==> src/rtl/core/odq_pkg.sv <==
// ----------------------------------------------------------------------------
// odq_pkg
// Shared types and constants of the obstacle departure qualifier.
// ----------------------------------------------------------------------------
package odq_pkg;

    localparam int C_COORD_BITS  = 24;
    localparam int C_HALF_BITS   = 22;
    localparam int C_CNT_BITS    = 8;
    localparam int C_CFG_BITS    = 24;
    localparam int C_CFG_IDX     = 3;
    localparam int C_HALF2_BITS  = 25;
    localparam int C_ADIFF_BITS  = 26;
    localparam int C_DIST_BITS   = C_HALF_BITS + 1;
    localparam int C_SQ_BITS     = 2 * C_DIST_BITS;
    localparam int C_Q_DEPTH     = 2;
    localparam int C_Q_PTR_BITS  = 1;
    localparam int C_Q_CNT_BITS  = 2;

    localparam logic OP_OBSERVE = 1'b0;
    localparam logic OP_RESTART = 1'b1;

    localparam logic [C_CFG_IDX-1:0] REG_REGION_CX = 3'd0;
    localparam logic [C_CFG_IDX-1:0] REG_REGION_CY = 3'd1;
    localparam logic [C_CFG_IDX-1:0] REG_REGION_HX = 3'd2;
    localparam logic [C_CFG_IDX-1:0] REG_REGION_HY = 3'd3;
    localparam logic [C_CFG_IDX-1:0] REG_BLK_CX    = 3'd4;
    localparam logic [C_CFG_IDX-1:0] REG_BLK_CY    = 3'd5;
    localparam logic [C_CFG_IDX-1:0] REG_BLK_R     = 3'd6;
    localparam logic [C_CFG_IDX-1:0] REG_REQUIRED  = 3'd7;

    typedef enum logic [2:0] {
        ST_ABSENT   = 3'd0,
        ST_EXPIRED  = 3'd1,
        ST_OVERLAP  = 3'd2,
        ST_MOVED    = 3'd3,
        ST_DEPARTED = 3'd4,
        ST_RESTART  = 3'd5
    } t_status;

    typedef enum logic [2:0] {
        K_RESTART = 3'd0,
        K_ABSENT  = 3'd1,
        K_EXPIRED = 3'd2,
        K_BLOCK   = 3'd3,
        K_EVAL    = 3'd4,
        K_FAR     = 3'd5,
        K_CIRCLE  = 3'd6
    } t_kind;

    typedef struct packed {
        logic                           operation;
        logic                           object_present;
        logic                           observation_expired;
        logic                           center_known;
        logic                           extent_known;
        logic signed [C_COORD_BITS-1:0] bbox_center_x;
        logic signed [C_COORD_BITS-1:0] bbox_center_y;
        logic signed [C_COORD_BITS-1:0] bbox_extent_x;
        logic signed [C_COORD_BITS-1:0] bbox_extent_y;
    } t_in_item;

    typedef struct packed {
        logic [2:0]            status_code;
        logic                  blocking;
        logic [C_CNT_BITS-1:0] clear_count;
        logic                  departed;
    } t_out_item;

    typedef struct packed {
        logic signed [C_COORD_BITS-1:0] region_cx;
        logic signed [C_COORD_BITS-1:0] region_cy;
        logic [C_HALF_BITS-1:0]         region_hx;
        logic [C_HALF_BITS-1:0]         region_hy;
        logic signed [C_COORD_BITS-1:0] blk_cx;
        logic signed [C_COORD_BITS-1:0] blk_cy;
        logic [C_HALF_BITS-1:0]         blk_r;
        logic [C_CNT_BITS-1:0]          required;
    } t_cfg;

    typedef struct packed {
        t_kind                  kind;
        logic [C_DIST_BITS-1:0] dx;
        logic [C_DIST_BITS-1:0] dy;
    } t_class;

endpackage

==> src/rtl/core/odq_front.sv <==
// ----------------------------------------------------------------------------
// odq_front
// Request intake: flag decode, footprint, box overlap and circle range test.
// ----------------------------------------------------------------------------
module odq_front #(
    parameter int FALLBACK_HALF_MM  = 200,
    parameter int OBJECT_PADDING_MM = 20
) (
    input  logic              i_clk,
    input  logic              i_rst_n,
    input  logic              i_valid,
    output logic              o_ready,
    input  odq_pkg::t_in_item i_data,
    input  odq_pkg::t_cfg     i_cfg,
    input  logic              i_q_full,
    output logic              o_push,
    output odq_pkg::t_class   o_push_data
);
    import odq_pkg::*;

    localparam logic [C_HALF2_BITS-1:0] PAD2 = C_HALF2_BITS'(2 * OBJECT_PADDING_MM);
    localparam logic [C_HALF2_BITS-1:0] FB2  = C_HALF2_BITS'(2 * FALLBACK_HALF_MM);

    function automatic logic [C_ADIFF_BITS-1:0] abs_diff2(
        input logic signed [C_COORD_BITS-1:0] a,
        input logic signed [C_COORD_BITS-1:0] b
    );
        logic [C_ADIFF_BITS-1:0] d;
        d = {a[C_COORD_BITS-1], a, 1'b0} - {b[C_COORD_BITS-1], b, 1'b0};
        return d[C_ADIFF_BITS-1] ? C_ADIFF_BITS'(-d) : d;
    endfunction

    logic                    r_s1_valid;
    t_kind                   r_s1_kind;
    logic [C_HALF2_BITS-1:0] r_s1_hx;
    logic [C_HALF2_BITS-1:0] r_s1_hy;
    logic [C_ADIFF_BITS-1:0] r_s1_adr_x;
    logic [C_ADIFF_BITS-1:0] r_s1_adr_y;
    logic [C_ADIFF_BITS-1:0] r_s1_adb_x;
    logic [C_ADIFF_BITS-1:0] r_s1_adb_y;

    t_kind                   n_kind;
    logic [C_COORD_BITS-1:0] w_ax;
    logic [C_COORD_BITS-1:0] w_ay;
    logic                    w_ext_ok;
    logic [C_HALF2_BITS-1:0] n_hx;
    logic [C_HALF2_BITS-1:0] n_hy;

    logic [C_ADIFF_BITS-1:0] w_lim_x;
    logic [C_ADIFF_BITS-1:0] w_lim_y;
    logic                    w_box;
    logic [C_ADIFF_BITS:0]   w_d_x;
    logic [C_ADIFF_BITS:0]   w_d_y;
    logic [C_ADIFF_BITS-1:0] w_r2;
    logic                    w_far;
    t_kind                   w_kind;
    logic [C_DIST_BITS-1:0]  w_dx;
    logic [C_DIST_BITS-1:0]  w_dy;

    assign o_ready = !r_s1_valid || !i_q_full;

    always_comb begin
        w_ax = i_data.bbox_extent_x[C_COORD_BITS-1] ? C_COORD_BITS'(-i_data.bbox_extent_x)
                                                     : C_COORD_BITS'(i_data.bbox_extent_x);
        w_ay = i_data.bbox_extent_y[C_COORD_BITS-1] ? C_COORD_BITS'(-i_data.bbox_extent_y)
                                                     : C_COORD_BITS'(i_data.bbox_extent_y);
        w_ext_ok = i_data.extent_known && (w_ax != '0) && (w_ay != '0);
        n_hx = w_ext_ok ? ({1'b0, w_ax} + PAD2) : FB2;
        n_hy = w_ext_ok ? ({1'b0, w_ay} + PAD2) : FB2;
        if (i_data.operation == OP_RESTART) begin
            n_kind = K_RESTART;
        end else if (!i_data.object_present) begin
            n_kind = K_ABSENT;
        end else if (i_data.observation_expired) begin
            n_kind = K_EXPIRED;
        end else if (!i_data.center_known) begin
            n_kind = K_BLOCK;
        end else begin
            n_kind = K_EVAL;
        end
    end

    always_ff @(posedge i_clk) begin
        if (!i_rst_n) begin
            r_s1_valid <= 1'b0;
        end else if (o_ready) begin
            r_s1_valid <= i_valid;
        end
    end

    always_ff @(posedge i_clk) begin
        if (i_valid && o_ready) begin
            r_s1_kind  <= n_kind;
            r_s1_hx    <= n_hx;
            r_s1_hy    <= n_hy;
            r_s1_adr_x <= abs_diff2(i_data.bbox_center_x, i_cfg.region_cx);
            r_s1_adr_y <= abs_diff2(i_data.bbox_center_y, i_cfg.region_cy);
            r_s1_adb_x <= abs_diff2(i_cfg.blk_cx, i_data.bbox_center_x);
            r_s1_adb_y <= abs_diff2(i_cfg.blk_cy, i_data.bbox_center_y);
        end
    end

    always_comb begin
        w_lim_x = C_ADIFF_BITS'(r_s1_hx) + C_ADIFF_BITS'({i_cfg.region_hx, 1'b0});
        w_lim_y = C_ADIFF_BITS'(r_s1_hy) + C_ADIFF_BITS'({i_cfg.region_hy, 1'b0});
        w_box   = (r_s1_adr_x <= w_lim_x) && (r_s1_adr_y <= w_lim_y);
        w_d_x   = {1'b0, r_s1_adb_x} - (C_ADIFF_BITS + 1)'(r_s1_hx);
        w_d_y   = {1'b0, r_s1_adb_y} - (C_ADIFF_BITS + 1)'(r_s1_hy);
        w_r2    = C_ADIFF_BITS'({i_cfg.blk_r, 1'b0});
        w_far   = (!w_d_x[C_ADIFF_BITS] && (w_d_x[C_ADIFF_BITS-1:0] > w_r2)) ||
                  (!w_d_y[C_ADIFF_BITS] && (w_d_y[C_ADIFF_BITS-1:0] > w_r2));
        w_dx    = w_d_x[C_ADIFF_BITS] ? '0 : w_d_x[C_DIST_BITS-1:0];
        w_dy    = w_d_y[C_ADIFF_BITS] ? '0 : w_d_y[C_DIST_BITS-1:0];
        w_kind  = r_s1_kind;
        if (r_s1_kind == K_EVAL) begin
            if (w_box) begin
                w_kind = K_BLOCK;
            end else if (w_far) begin
                w_kind = K_FAR;
            end else begin
                w_kind = K_CIRCLE;
            end
        end
    end

    assign o_push      = r_s1_valid;
    assign o_push_data = '{kind: w_kind, dx: w_dx, dy: w_dy};

endmodule

==> src/rtl/core/odq_queue.sv <==
// ----------------------------------------------------------------------------
// odq_queue
// Two-entry queue of classified requests between intake and evaluation.
// ----------------------------------------------------------------------------
module odq_queue (
    input  logic            i_clk,
    input  logic            i_rst_n,
    input  logic            i_push,
    input  odq_pkg::t_class i_push_data,
    output logic            o_full,
    input  logic            i_pop,
    output logic            o_empty,
    output odq_pkg::t_class o_pop_data
);
    import odq_pkg::*;

    t_class                  r_mem [C_Q_DEPTH];
    logic [C_Q_PTR_BITS-1:0] r_wr_ptr;
    logic [C_Q_PTR_BITS-1:0] r_rd_ptr;
    logic [C_Q_CNT_BITS-1:0] r_count;
    logic                    w_wr;
    logic                    w_rd;

    assign o_full     = (r_count == C_Q_CNT_BITS'(C_Q_DEPTH));
    assign o_empty    = (r_count == '0);
    assign w_wr       = i_push && !o_full;
    assign w_rd       = i_pop && !o_empty;
    assign o_pop_data = r_mem[r_rd_ptr];

    always_ff @(posedge i_clk) begin
        if (!i_rst_n) begin
            r_wr_ptr <= '0;
            r_rd_ptr <= '0;
            r_count  <= '0;
        end else begin
            if (w_wr) begin
                r_wr_ptr <= r_wr_ptr + 1'b1;
            end
            if (w_rd) begin
                r_rd_ptr <= r_rd_ptr + 1'b1;
            end
            if (w_wr && !w_rd) begin
                r_count <= r_count + 1'b1;
            end else if (w_rd && !w_wr) begin
                r_count <= r_count - 1'b1;
            end
        end
    end

    always_ff @(posedge i_clk) begin
        if (w_wr) begin
            r_mem[r_wr_ptr] <= i_push_data;
        end
    end

endmodule

==> src/rtl/core/odq_back.sv <==
// ----------------------------------------------------------------------------
// odq_back
// Evaluation: squared circle distance, clear streak and result register.
// ----------------------------------------------------------------------------
module odq_back (
    input  logic               i_clk,
    input  logic               i_rst_n,
    input  logic               i_q_empty,
    input  odq_pkg::t_class    i_q_data,
    output logic               o_pop,
    input  odq_pkg::t_cfg      i_cfg,
    output logic               o_valid,
    input  logic               i_ready,
    output odq_pkg::t_out_item o_data
);
    import odq_pkg::*;

    logic                   r_m_valid;
    t_kind                  r_m_kind;
    logic [C_SQ_BITS-1:0]   r_m_dxsq;
    logic [C_SQ_BITS-1:0]   r_m_dysq;
    logic [C_SQ_BITS-1:0]   r_m_rsq;
    logic                   r_o_valid;
    t_out_item              r_out;
    logic [C_CNT_BITS-1:0]  r_streak;

    logic                   w_adv_o;
    logic                   w_adv_m;
    logic [C_DIST_BITS-1:0] w_r;
    logic [C_SQ_BITS:0]     w_sum;
    logic                   w_block;
    t_status                w_base;
    logic [C_CNT_BITS-1:0]  w_inc;
    logic [C_CNT_BITS-1:0]  w_need;
    logic                   w_done;
    logic [C_CNT_BITS-1:0]  n_streak;
    t_out_item              n_out;

    assign w_adv_o = !r_o_valid || i_ready;
    assign w_adv_m = !r_m_valid || w_adv_o;
    assign o_pop   = !i_q_empty && w_adv_m;
    assign w_r     = {i_cfg.blk_r, 1'b0};

    always_ff @(posedge i_clk) begin
        if (!i_rst_n) begin
            r_m_valid <= 1'b0;
        end else if (w_adv_m) begin
            r_m_valid <= !i_q_empty;
        end
    end

    always_ff @(posedge i_clk) begin
        if (o_pop) begin
            r_m_kind <= i_q_data.kind;
            r_m_dxsq <= i_q_data.dx * i_q_data.dx;
            r_m_dysq <= i_q_data.dy * i_q_data.dy;
            r_m_rsq  <= w_r * w_r;
        end
    end

    always_comb begin
        w_sum = (C_SQ_BITS + 1)'(r_m_dxsq) + (C_SQ_BITS + 1)'(r_m_dysq);
        case (r_m_kind)
            K_BLOCK: begin
                w_block = 1'b1;
                w_base  = ST_OVERLAP;
            end
            K_CIRCLE: begin
                w_block = (w_sum <= (C_SQ_BITS + 1)'(r_m_rsq));
                w_base  = w_block ? ST_OVERLAP : ST_MOVED;
            end
            K_ABSENT: begin
                w_block = 1'b0;
                w_base  = ST_ABSENT;
            end
            K_EXPIRED: begin
                w_block = 1'b0;
                w_base  = ST_EXPIRED;
            end
            default: begin
                w_block = 1'b0;
                w_base  = ST_MOVED;
            end
        endcase
        w_inc  = (r_streak == '1) ? r_streak : r_streak + 1'b1;
        w_need = (i_cfg.required == '0) ? C_CNT_BITS'(1) : i_cfg.required;
        w_done = (w_inc >= w_need);
        if (r_m_kind == K_RESTART) begin
            n_streak = '0;
            n_out    = '{status_code: ST_RESTART, blocking: 1'b0,
                         clear_count: '0, departed: 1'b0};
        end else if (w_block) begin
            n_streak = '0;
            n_out    = '{status_code: w_base, blocking: 1'b1,
                         clear_count: '0, departed: 1'b0};
        end else begin
            n_streak = w_inc;
            n_out    = '{status_code: w_done ? ST_DEPARTED : w_base, blocking: 1'b0,
                         clear_count: w_inc, departed: w_done};
        end
    end

    always_ff @(posedge i_clk) begin
        if (!i_rst_n) begin
            r_o_valid <= 1'b0;
            r_streak  <= '0;
        end else if (w_adv_o) begin
            r_o_valid <= r_m_valid;
            if (r_m_valid) begin
                r_streak <= n_streak;
            end
        end
    end

    always_ff @(posedge i_clk) begin
        if (w_adv_o && r_m_valid) begin
            r_out <= n_out;
        end
    end

    assign o_valid = r_o_valid;
    assign o_data  = r_out;

endmodule

==> src/rtl/core/obstacle_departure_qualifier.sv <==
// ----------------------------------------------------------------------------
// obstacle_departure_qualifier
// Qualifies tracked-object observations and reports when the object has left.
//
//  channel   direction  handshake            payload
//  request   in         i_valid / o_ready    i_data   (t_in_item)
//  result    out        o_valid / i_ready    o_data   (t_out_item)
//  config    in         i_cfg_we             i_cfg_idx, i_cfg_data
//
//  One request per cycle sustained while i_ready is high; a request passes the
//  intake register, queue, multiplier register and result register in turn.
//  Synchronous active-low reset clears control state and streak, and loads config defaults.
//  A stalled result fills the two-entry queue, then o_ready drops.
// ----------------------------------------------------------------------------
module obstacle_departure_qualifier #(
    parameter int FALLBACK_HALF_MM  = 200,
    parameter int OBJECT_PADDING_MM = 20
) (
    input  logic                               i_clk,
    input  logic                               i_rst_n,
    input  logic                               i_valid,
    output logic                               o_ready,
    input  odq_pkg::t_in_item                  i_data,
    output logic                               o_valid,
    input  logic                               i_ready,
    output odq_pkg::t_out_item                 o_data,
    input  logic                               i_cfg_we,
    input  logic [odq_pkg::C_CFG_IDX-1:0]      i_cfg_idx,
    input  logic [odq_pkg::C_CFG_BITS-1:0]     i_cfg_data
);
    import odq_pkg::*;

    t_cfg   r_cfg;
    logic   w_push;
    t_class w_push_data;
    logic   w_q_full;
    logic   w_q_empty;
    logic   w_pop;
    t_class w_pop_data;

    always_ff @(posedge i_clk) begin
        if (!i_rst_n) begin
            r_cfg.region_cx <= '0;
            r_cfg.region_cy <= '0;
            r_cfg.region_hx <= C_HALF_BITS'(300);
            r_cfg.region_hy <= C_HALF_BITS'(300);
            r_cfg.blk_cx    <= '0;
            r_cfg.blk_cy    <= '0;
            r_cfg.blk_r     <= C_HALF_BITS'(200);
            r_cfg.required  <= C_CNT_BITS'(3);
        end else if (i_cfg_we) begin
            unique case (i_cfg_idx)
                REG_REGION_CX: r_cfg.region_cx <= i_cfg_data[C_COORD_BITS-1:0];
                REG_REGION_CY: r_cfg.region_cy <= i_cfg_data[C_COORD_BITS-1:0];
                REG_REGION_HX: r_cfg.region_hx <= i_cfg_data[C_HALF_BITS-1:0];
                REG_REGION_HY: r_cfg.region_hy <= i_cfg_data[C_HALF_BITS-1:0];
                REG_BLK_CX:    r_cfg.blk_cx    <= i_cfg_data[C_COORD_BITS-1:0];
                REG_BLK_CY:    r_cfg.blk_cy    <= i_cfg_data[C_COORD_BITS-1:0];
                REG_BLK_R:     r_cfg.blk_r     <= i_cfg_data[C_HALF_BITS-1:0];
                REG_REQUIRED:  r_cfg.required  <= i_cfg_data[C_CNT_BITS-1:0];
            endcase
        end
    end

    odq_front #(
        .FALLBACK_HALF_MM  (FALLBACK_HALF_MM),
        .OBJECT_PADDING_MM (OBJECT_PADDING_MM)
    ) u_front (
        .i_clk       (i_clk),
        .i_rst_n     (i_rst_n),
        .i_valid     (i_valid),
        .o_ready     (o_ready),
        .i_data      (i_data),
        .i_cfg       (r_cfg),
        .i_q_full    (w_q_full),
        .o_push      (w_push),
        .o_push_data (w_push_data)
    );

    odq_queue u_queue (
        .i_clk       (i_clk),
        .i_rst_n     (i_rst_n),
        .i_push      (w_push),
        .i_push_data (w_push_data),
        .o_full      (w_q_full),
        .i_pop       (w_pop),
        .o_empty     (w_q_empty),
        .o_pop_data  (w_pop_data)
    );

    odq_back u_back (
        .i_clk     (i_clk),
        .i_rst_n   (i_rst_n),
        .i_q_empty (w_q_empty),
        .i_q_data  (w_pop_data),
        .o_pop     (w_pop),
        .i_cfg     (r_cfg),
        .o_valid   (o_valid),
        .i_ready   (i_ready),
        .o_data    (o_data)
    );

    a_block_clears: assert property (@(posedge i_clk) disable iff (!i_rst_n)
        o_valid && o_data.blocking |-> o_data.clear_count == '0 && !o_data.departed)
        else $error("blocking result with non-zero streak");

    a_departed_status: assert property (@(posedge i_clk) disable iff (!i_rst_n)
        o_valid && o_data.departed |->
            o_data.status_code == ST_DEPARTED && o_data.clear_count != '0)
        else $error("departure reported with wrong status or empty streak");

    a_push_held: assert property (@(posedge i_clk) disable iff (!i_rst_n)
        w_push && w_q_full |=> w_push)
        else $error("classified request lost while queue full");

    a_restart_result: assert property (@(posedge i_clk) disable iff (!i_rst_n)
        o_valid && o_data.status_code == ST_RESTART |->
            !o_data.blocking && o_data.clear_count == '0 && !o_data.departed)
        else $error("restart result with stale fields");

endmodule
==> config.mk <==
export PLATFORM = sky130hd
export DESIGN_NAME = obstacle_departure_qualifier
export DESIGN_NICKNAME = d
export VERILOG_FILES = /design/src/rtl/core/odq_pkg.sv /design/src/rtl/core/odq_front.sv /design/src/rtl/core/odq_queue.sv /design/src/rtl/core/odq_back.sv /design/src/rtl/core/obstacle_departure_qualifier.sv
export SDC_FILE = /design/constraint.sdc
export NUM_CORES = 2
export LEC_CHECK = 0
export BUFFER_PORTS_ARGS = -buffer_cell sky130_fd_sc_hd__buf_2
export CAP_MARGIN = 10
export CELL_PAD_IN_SITES_DETAIL_PLACEMENT = 0
export CELL_PAD_IN_SITES_GLOBAL_PLACEMENT = 1
export CORE_MARGIN = 1.5
export CORE_UTILIZATION = 50
export DETAILED_ROUTE_END_ITERATION = 10
export GPL_TIMING_DRIVEN = 0
export PLACE_DENSITY = 0.91
export SLEW_MARGIN = 10
export SYNTH_ARGS = -nofsm -noshare
export SYNTH_HDL_FRONTEND = slang
export SYNTH_SLANG_ARGS = --single-unit
==> constraint.sdc <==
create_clock -name i_clk -period 10.55 [get_ports i_clk]
set_clock_uncertainty 0.2 [all_clocks]
set_input_delay 0.5275 -clock i_clk [delete_from_list [all_inputs] [get_ports i_clk]]
set_output_delay 0.5275 -clock i_clk [all_outputs]
set_load 0.01 [all_outputs]
=== Word level (Yosys, flattened, before mapping) ===
Memories as Yosys holds them, arrays and structs flattened. A register that Yosys moved wholly into a read port is not among the register bits.
Index checks and enable logic that the tools add are counted.

* Add/subtract/negate cells: 22
* $mul: 3
* Muxes and demuxes: 29
* Magnitude comparators: 6
* Equality and inequality tests: 14
* Bitwise logic cells: 1
* Reductions and logical operators: 44

{| class="wikitable"
|+ Operator list
! cell !! count
|-
| negation 26 bit || 4
|-
| subtractor 25 x 25 -> 26 bit || 4
|-
| 2-to-1 mux 25 bit || 4
|-
| multiplier 23 x 23 -> 46 bit || 2
|-
| subtractor 26 x 25 -> 27 bit || 2
|-
| adder 25 x 23 -> 26 bit || 2
|-
| > comparator 26 x 23 -> 1 bit || 2
|-
| less-or-equal comparator 26 bit || 2
|-
| adder 24 x 6 -> 25 bit, second input constant || 2
|-
| 2-to-1 mux 24 bit || 2
|-
| negation 24 bit || 2
|-
| nonzero test 24 bit || 2
|-
| adder 46 x 46 -> 47 bit || 1
|-
| less-or-equal comparator 47 x 46 -> 1 bit || 1
|-
| 2-to-1 mux 23 bit || 2
|-
| multiplier 22 x 22 -> 44 bit || 1
|-
| 2-to-1 mux 8 bit || 4
|-
| equality test 3 bit, second input constant || 6
|-
| AND reduction 2 bit || 9
|-
| 2-to-1 mux 13 bit || 1
|-
| equality test 3 x 2 -> 1 bit, second input constant || 4
|-
| logical AND 1 bit || 12
|-
| 2-to-1 mux 3 bit || 4
|-
| one-hot mux 3 bit (4 select lines) || 1
|-
| 20 further kinds || 43
|}

* RAM bits: 98
* Flip-flop bits (word level): 494
* Input port bits: 133
* Logic and storage cells: 156
* Output and inout port bits: 15
* Memories: 1

{| class="wikitable"
|+ Memories
! name !! words !! width !! rd ports !! clocked after Yosys merged registers in !! write ports !! line !! RTL
|-
| u_queue.r_mem || 2 || 49 || 1 || 1 || 1 || odq_queue.sv:17 || <nowiki>t_class r_mem [C_Q_DEPTH];</nowiki>
|}

=== Logic depth before layout (Yosys ltp) ===
* Word-level depth: 8
* Gate-level depth with buffers: 34
* Gate-level depth less buffers: 30

=== Hierarchy ===
A second synthesis with hierarchy kept.

* Cells, all modules: 8875
* Area total of the unflattened synthesis: 83694.0 µm²

{| class="wikitable"
|+ Modules (own cells, without submodules)
! module !! instances !! cells each !! area each (µm²) !! seq. area each (µm²)
|-
| odq_back || 1 || 5544 || 52628.0 || 4674.5
|-
| odq_front || 1 || 2556 || 21032.7 || 4614.4
|-
| obstacle_departure_qualifier || 1 || 598 || 6271.0 || 3403.3
|-
| odq_queue || 1 || 177 || 3762.4 || 3042.9
|}

=== Worst setup path after synthesis ===
Ideal clock, no wire load.

* Path kind: register to register
* Start: register with a tool-made name
* End: register u_back.r_m_dysq[45] (data pin)
* Cell stages (with the launch flop): 32
* Data arrival time: 8.187 ns
* Buffers on the path: 5
* Setup time: 0.259 ns
* Period minus slack after synthesis: 8.646 ns
* Setup slack: 1.904 ns
* Path through: dfxtp_1 -> clkbuf_1 -> buf_1 -> buf_1 -> mux2_2 -> clkbuf_1 -> nand2_1 -> inv_1 -> fa_1 -> fa_1 -> inv_1 -> fa_1 -> inv_1 -> fa_1 -> fa_1 -> fa_1 -> inv_1 -> fa_1 -> inv_1 -> ha_1 -> clkbuf_1 -> nand4_1 -> or3_1 -> a211oi_1 -> nor4b_1 -> o31ai_1 -> o211ai_1 -> and3_1 -> a211oi_1 -> o21ai_0 -> a21oi_1 -> xnor2_1

{| class="wikitable"
|+ RTL lines
! what !! line !! RTL
|-
| end signal: assignment || odq_back.sv:56 || <nowiki>r_m_dysq <= i_q_data.dy * i_q_data.dy;</nowiki>
|-
| end: declaration || odq_back.sv:21 || <nowiki>logic [C_SQ_BITS-1:0] r_m_dysq;</nowiki>
|}

==> results.toml <==
[synth]
async_flop_share_pct = 0
synth_area_leader_cell = "fa_1"
seq_area_frac_synth_pct = 19.28
synth_top_flop_cell = "edfxtp_1"
synth_top_area_share_pct = 27.76
synth_enable_flop_cells = 400
yosysWarnings = 0
avgSynthCellArea_um2 = 9.150
synth_seq_cells = 586
syn_inst = 8921
synth_area_leaders = "fa_1, edfxtp_1, ha_1"
synthDistinctLibCells = 89
syn-cell-area_um2 = 81630

[die]
pin_count = 148
rows = 148
fp.coreArea_um2 = 162400
die_area_um2 = 165700
fp.dieW_um = 407.0
initial_utilization_pct = 50.26
dieHeight_um = 407.0

[global_route]
use_met2_pct = 47.72
grt_use_met1_pct = 36.58
grt-busiest-layer = "met2"
first_global_vias = 64920
grt_max_degree = 88
gr-total-overflow = 0
grt_use_total_pct = 28.47
antenna_found_initial = 7
use_met3_pct = 4.772
grt_pass1_wl_mm = 360.6

[placement]
gp_congestion = 1.011
dp_hpwl_mm = 191.8
pre_cts_ws_ns = -2.173
dp.cells = 11250
port_buffers = 135
post_dp_cell_area_um2 = 85310

[detailed_routing]
drc = 0
drt_iter0_markers = 4385
detail_route.wl_per_cell_um = 20.44
route.vias.total = 62820
first_pass_iters = 5
drt-total-wl_mm = 232.8
viasPerCell = 5.517
antenna_left = 0

[status]
status = "finished clean"

[sta]
fin_crit_sh_pct = 96.79
whs_ns = 0.03719
setup_slack_ns = 0.3387
period_minus_slack_ns = 10.21
tightest_slew_ns = 1.262
finalHoldViolCount = 0
max-slew-margin-rel_pct = 15.87
fmax_mhz = 97.93
slew_violations = 0
rsz0062_at_grt = "false"
setup_viol = 0

[clock_tree]
clkTransAtPathRegs_ns = 0.06
tritoncts = "done"
cts_buffers = 72
root_buffer = "clkbuf_16"
htreeDepth = 3
clock_latency_ns = 0.71
clock_sinks = 586
clockBufferDepth = 3

[flow_run]
drv_cap = 0

[critical_path]
path_max_fanout = 10
cp.required_ns = 10.80
crit_top_cell = "fa_1"
max_stage_delay_ns = 0.64
crit_slowest_cell = "fa_1"
arrival_ns = 10.47
critPathKind = "reg -> reg"
cp-start-kind = "flop"
endpoint_kind = "flop"

[final_layout]
fin_area_um2 = 88170
final_cell_mix = "inv_1, fa_1, nand2_1"
nets = 11290
final-instance-count-excl-fill = 11390
drive_above_1_share_pct = 4.702
fill_cells = 14600
area_growth_pct = 8.017
layout_commonest_cell = "inv_1"

[min_path]
hp-class = "in -> reg"
-- kinds of logic after synthesis --
family	Yosys count	synth area share [%]
AND/OR/NAND/NOR	2253	12.13
buffers and inverters	2059	9.514
adder cells (fa/ha/maj)	2012	41.25
AO/OA/AOI/OAI	1447	11.64
flip-flops	586	19.28
XOR/XNOR	494	5.301
multiplexers	69	0.8906
other	1	0.004594
-- critical path: cells and delay by family, from the launching register on --
family / cells / cell delay, ns
AOI/OAI and AO/OA: 6 / 1.14
xor gates and xnor gates: 1 / 0.34
adders and majority gates: 8 / 4.04
buffers and inverters: 9 / 1.68
DFF: 1 / 0.57
muxes: 1 / 0.51
and+or+nand+nor: 5 / 1.44
-- cell usage after synthesis (all sizes together), types with 51 or more instances --
cell type,count
dfxtp,186
xnor2,342
edfxtp,400
a21oi,363
nor2,666
a21boi,177
nand2b,76
a211oi,51
nor2b,101
o21bai,53
clkbuf,200
nor3,101
fa,1132
nand3,87
a21o,194
o21ai,257
nand2,969
ha,880
o21a,86
inv,1832
nand4,51
xor2,152
-- path summary, 6_finish.rpt --
kind                           start                          endpoint  slack, ns  cells past startpoint
min reg2reg  r_cfg[136]$_SDFFE_PN0P_           r_cfg[136]$_SDFFE_PN0P_       0.26                      2
min                       i_data[25]  u_front.r_s1_hx[1]$_SDFFCE_PN0P_       0.04                      3
max reg2reg                     flop     u_back.r_m_dysq[43]$_DFFE_PP_       0.34                     30
max                             flop     u_back.r_m_dysq[43]$_DFFE_PP_       0.34                     30
-- flip-flops by register name (all words and copies together), names as in the netlist, 43 cells and up, named ones only --
name             flops
u_queue.r_mem       98
u_back.r_m_dxsq     45
u_back.r_m_dysq     45
r_cfg              170
u_back.r_m_rsq      43
-- stage by stage --
| stage | util [%] | setup TNS, ns |
|---|---|---|
| after floorplan | - | 0 |
| after global placement | 52.36 | -42.11 |
| after detailed placement | 52.53 | -43.42 |
| after CTS | 54.21 | 0 |
| after global routing | 54.29 | 0 |
| final | 54.29 | 0 |
-- repair_timing --
action,CTS,global route
buffers inserted,0,3
hold buffers,5,0
gates resized for setup,38,47
endpoints found under the setup margin,53,11
endpoints found under the hold margin,10,0
-- metal layers --
layer,routed length [um],vias to the layer above,part of all wire [%]
met5,37,-,0.016
met4,10770,6,4.6
met3,17700,465,7.6
met2,109900,2280,47
met1,94350,30910,41
li1,-,29160,-
-- final cells by class --
cell class / count / area, um2 / share of cell area, %
antenna: 3 / 7.507 / 0.008514
tap: 2175 / 2721 / 3.086
inverter: 1844 / 6940 / 7.872
sequential: 586 / 15740 / 17.85
multi-input combinational: 6277 / 58360 / 66.19
timing repair buffer: 157 / 964.7 / 1.094
clock inverter: 44 / 571.8 / 0.6485
buffer: 210 / 862.1 / 0.9777
clock buffer: 90 / 2003 / 2.272
Power is left out: the tool's default activity adds up to more than one toggle a clock period on the data nets, which glitch-free logic cannot reach.
